==> config.mk <==
export PLATFORM = sky130hd
export DESIGN_NAME = etbb_ctrl
export DESIGN_NICKNAME = d
export VERILOG_FILES = /design/src/design/etbb_pkg.sv /design/src/design/etbb_ctrl.sv
export SDC_FILE = /design/constraint.sdc
export NUM_CORES = 1
export LEC_CHECK = 0
export ABC_AREA = 1
export BUFFER_PORTS_ARGS = -buffer_cell sky130_fd_sc_hd__clkbuf_2
export CAP_MARGIN = 20
export CORE_AREA = 2 2 39 41
export DETAILED_ROUTE_END_ITERATION = 8
export DIE_AREA = 0 0 41 43
export SLEW_MARGIN = 0
export SYNTH_ARGS = -nofsm -noshare
export SYNTH_HDL_FRONTEND = slang
export SYNTH_SLANG_ARGS = --single-unit
==> constraint.sdc <==
create_clock -name clk -period 3.1 [get_ports clk]
set_input_delay 0.155 -clock clk [delete_from_list [all_inputs] [get_ports clk]]
set_output_delay 0.155 -clock clk [all_outputs]
set_load 0.01 [all_outputs]
==> src/design/etbb_pkg.sv <==
package etbb_pkg;

	// Vertex store geometry
	localparam int VERTEX_DEPTH = 4096;
	localparam int ADDR_W       = $clog2(VERTEX_DEPTH);
	localparam int IDX_W        = 12;

	// Field and arithmetic widths
	localparam int POS_W  = 32;
	localparam int NRM_W  = 18;
	localparam int OFS_W  = 31;
	localparam int PROD_W = NRM_W + OFS_W + 1;
	localparam int FRAC_W = 16;
	localparam int TERM_W = PROD_W - FRAC_W;
	localparam int SUM_W  = TERM_W + 1;

	// Item commands
	localparam logic CMD_LOAD  = 1'b0;
	localparam logic CMD_QUERY = 1'b1;

	// Configuration register indexes
	localparam int   CFG_IDX_W = 1;
	localparam logic REG_INNER = 1'b0;
	localparam logic REG_OUTER = 1'b1;

	// Triangle corner select
	localparam logic [1:0] CORNER_A = 2'd0;
	localparam logic [1:0] CORNER_B = 2'd1;
	localparam logic [1:0] CORNER_C = 2'd2;

	// Controller to datapath
	typedef struct packed {
		logic       wr_en;
		logic       capture;
		logic       fetch;
		logic [1:0] corner;
		logic       load_out;
	} etbb_cmd_t;

	// Datapath to controller
	typedef struct packed {
		logic last_s3;
		logic out_full;
	} etbb_status_t;

endpackage

==> src/design/etbb_ctrl.sv <==
module etbb_ctrl
	import etbb_pkg::*;
(
	input  logic         clk,
	input  logic         arst_n,
	input  logic         in_valid,
	input  logic         cmd,
	output logic         in_stall,
	input  etbb_status_t status,
	output etbb_cmd_t    ctl
);

	localparam logic [1:0] S_IDLE  = 2'd0;
	localparam logic [1:0] S_FETCH = 2'd1;
	localparam logic [1:0] S_WAIT  = 2'd2;
	localparam logic [1:0] S_DONE  = 2'd3;

	logic [1:0] state_q, state_d;
	logic [1:0] corner_q, corner_d;

	assign in_stall = (state_q != S_IDLE);

	// Next state and commands
	always_comb begin
		state_d      = state_q;
		corner_d     = corner_q;
		ctl.wr_en    = 1'b0;
		ctl.capture  = 1'b0;
		ctl.fetch    = 1'b0;
		ctl.corner   = corner_q;
		ctl.load_out = 1'b0;
		unique case (state_q)
			S_IDLE: begin
				if (in_valid) begin
					if (cmd == CMD_QUERY) begin
						ctl.capture = 1'b1;
						corner_d    = CORNER_A;
						state_d     = S_FETCH;
					end else begin
						ctl.wr_en = 1'b1;
					end
				end
			end
			S_FETCH: begin
				ctl.fetch = 1'b1;
				if (corner_q == CORNER_C) begin
					state_d = S_WAIT;
				end else begin
					corner_d = corner_q + 2'd1;
				end
			end
			S_WAIT: begin
				if (status.last_s3) begin
					state_d = S_DONE;
				end
			end
			S_DONE: begin
				if (!status.out_full) begin
					ctl.load_out = 1'b1;
					state_d      = S_IDLE;
				end
			end
			default: state_d = S_IDLE;
		endcase
	end

	always_ff @(posedge clk or negedge arst_n) begin
		if (!arst_n) begin
			state_q  <= S_IDLE;
			corner_q <= CORNER_A;
		end else begin
			state_q  <= state_d;
			corner_q <= corner_d;
		end
	end

endmodule

==> flow_summary.json <==
{
  "drive_above_1_share_pct": 32.3,
  "ys_seq_area_share_pct": 29.9,
  "fin_crit_ns": 1.43,
  "rsz0062_at_grt": "no",
  "ys_seq_elements": 4,
  "fin_worst_skew_ns": 0.00236,
  "critical_path.top_delay_family": "flip-flops",
  "cp-end-kind": "output port",
  "clkTransAtPathRegs_ns": 0.04,
  "hp-class": "input pin to asynchronous set/reset pin",
  "numCtsBuffers": 3,
  "setup_violations": 0,
  "cp.buffers_inverters": 3,
  "drt_wl_total_um": 633,
  "cts.sinks": 4,
  "dieArea_um2": 1760,
  "worstMarginPinSlew_ns": 0.152,
  "fp.dieH_um": 43,
  "grt_antenna_before_repair": 0,
  "grt_first_pass_wirelength_um": 1000,
  "synth_cells": 46,
  "fin_util_pct": 32.4,
  "hold_viol_final": 0,
  "clk_latency_ns": 0.23,
  "place_congestion": 0.634,
  "grt_max_degree": 7,
  "p_clk_share_pct": 14.4,
  "vias": 312,
  "grt_pass1_vias": 285,
  "power_leakage_uw": 0.000269,
  "fin_crit_sh_pct": 46.3,
  "rr_worst_depth": 5,
  "core_area_um2": 1380,
  "wl_per_cell_um": 8.12,
  "cpPeakStageDelay_ns": 0.41,
  "ant_nets": 0,
  "postCtsSetupRepairBufs": 0,
  "power.density_nw_per_um2": 947,
  "peakVddDrop_uv": 286,
  "cp.depth": 5,
  "cp-start-kind": "flip-flop",
  "power_uw": 424,
  "cp.required_ns": 2.94,
  "clock_tree.root_cell": "clkbuf_4",
  "avgSynthCellArea_um2": 7.29,
  "syn_area_um2": 335,
  "synthesis.nets": 58,
  "clk_path_buf_depth": 2,
  "r2r_setup_slack_ns": 1.84,
  "ys_warn_count": 0,
  "max_freq_ghz": 0.697,
  "combPwrFrac_pct": 62.2,
  "switchingPower_uw": 197,
  "place_ws_ns": 1.85,
  "viasPerCell": 4.00,
  "arrival_ns": 1.28,
  "ios": 13,
  "diodes": 0,
  "p_seq_share_pct": 23.3,
  "drc_errors": 0,
  "critical_path_class": "flip-flop to output port",
  "final.setup.tns_ns": 0,
  "rows": 14,
  "drt-initial-drc-count": 2,
  "drt_pass1_iterations": 4,
  "layout_setup_ws_ns": 1.67,
  "port_buffers": 12,
  "synth_cell_types": 13,
  "p_int_uw": 227,
  "relSlewSlack_pct": 89.9,
  "cap_violations": 0,
  "dieWidth_um": 41,
  "synthToLayoutAreaGrowth_pct": 33.6,
  "h-tree-depth": 1,
  "final_nets": 76,
  "rr_startpoint": "state_q[0]$_DFFE_PN0P_",
  "grt_use_total_pct": 8.79,
  "crit_fanout": 4,
  "fill_cells": 161,
  "slowest_stage": "dfrtp_1",
  "r2r-end": "state_q[0]$_DFFE_PN0P_",
  "crit_chain": "inv_1 > ha_1 > inv_2 > nor2_1 > clkbuf_2",
  "cts_tree": "yes",
  "status": "finished, final reports clean",
  "p_sw_share_pct": 46.4,
  "grt.overflow.total": 0,
  "initial_core_util_pct": 24.2,
  "slew_viol_final": 0
}
## final cells by class
class,instances,area [µm²],share of cell area [%]
Timing Repair Buffer,13,70.1,15.6
Clock buffer,3,22.5,5.03
Multi-Input combinational cell,33,201,45.0
Sequential cell,4,100,22.3
Inverter,9,33.8,7.54
Tap cell,16,20.0,4.47
## cell usage in the layout (no fill, tap or decap), types with 3 or more instances in the layout
master     n
clkbuf_2  12
clkbuf_4   3
dfrtp_1    4
ha_1       6
inv_1      8
nand2_1   14
nand4_1    3
nor2_1     4
## power groups by stage
stage	registers [µW]	clock network [µW]	logic [µW]
4_1_cts	98.3	65.0	270
6_report	99.1	61.3	264
2_1_floorplan	99.8	0	191
3_3_place_gp	98.8	0	260
5_1_grt	101	66.6	304
3_5_place_dp	99.0	0	266
## through the flow
step	instance area [µm²]	cells	hold slack (ns)
4_1_cts	448	78	0.256
5_1_grt	448	78	0.283
3_5_place_dp	415	74	-0.0373
3_3_place_gp	415	74	-0.0382
6_report	448	78	0.276
2_1_floorplan	335	46	-0.141
## routing by layer
metal / vias to the layer above / share of wire, % / global-route usage, %
met1: 130 / 44 / 8.85
met4: 0 / 0 / 8.00
met2: 7 / 51 / 14.1
li1: 175 / - / -
met3: 0 / 4.9 / 1.57
met5: - / 0 / 0
## synthesized netlist by cell type
library cell,n,area share [%]
nand2_1,14,16
nor2_2,1,1.9
inv_2,1,1.1
or2_2,1,1.9
nand4_1,3,5.6
inv_1,8,9.0
nand3b_1,1,2.2
nor2_1,4,4.5
dfrtp_1,4,30
ha_1,6,22
o21ai_2,1,2.6
nand3_1,1,1.5
nand2_2,1,1.9
## flip-flops by register name, summed over array words and instances (netlist names)
signal and count:
corner_q 2, state_q 2
## cell families (layout without fill, tap and decap cells)
| logic type | count (synthesis) | after routing | share of synthesized area (%) |
|---|---|---|---|
| flops | 4 | 4 | 29.9 |
| buf+inv | 9 | 25 | 10.1 |
| compound gates | 1 | 1 | 2.61 |
| fa+ha+maj | 6 | 6 | 22.4 |
| simple gates | 26 | 26 | 35.1 |
## worst max path at each step
stage	start	to	slack, ns
finish	state_q[0]$_DFFE_PN0P_	ctl[4]	1.67
global route	state_q[1]$_DFFE_PN0P_	ctl[4]	1.59
detailed placement	state_q[0]$_DFFE_PN0P_	state_q[0]$_DFFE_PN0P_	1.85
global placement	state_q[0]$_DFFE_PN0P_	state_q[0]$_DFFE_PN0P_	1.84
floorplan	state_q[1]$_DFFE_PN0P_	state_q[0]$_DFFE_PN0P_	1.90
CTS	state_q[0]$_DFFE_PN0P_	ctl[4]	1.65
## timing repair
item / 4_1_cts / 5_1_grt
resized for setup: 0 / 0
hold buffers: 1 / 0
endpoints found under the hold margin: 4 / 0
(Power assumes the default switching activity.)
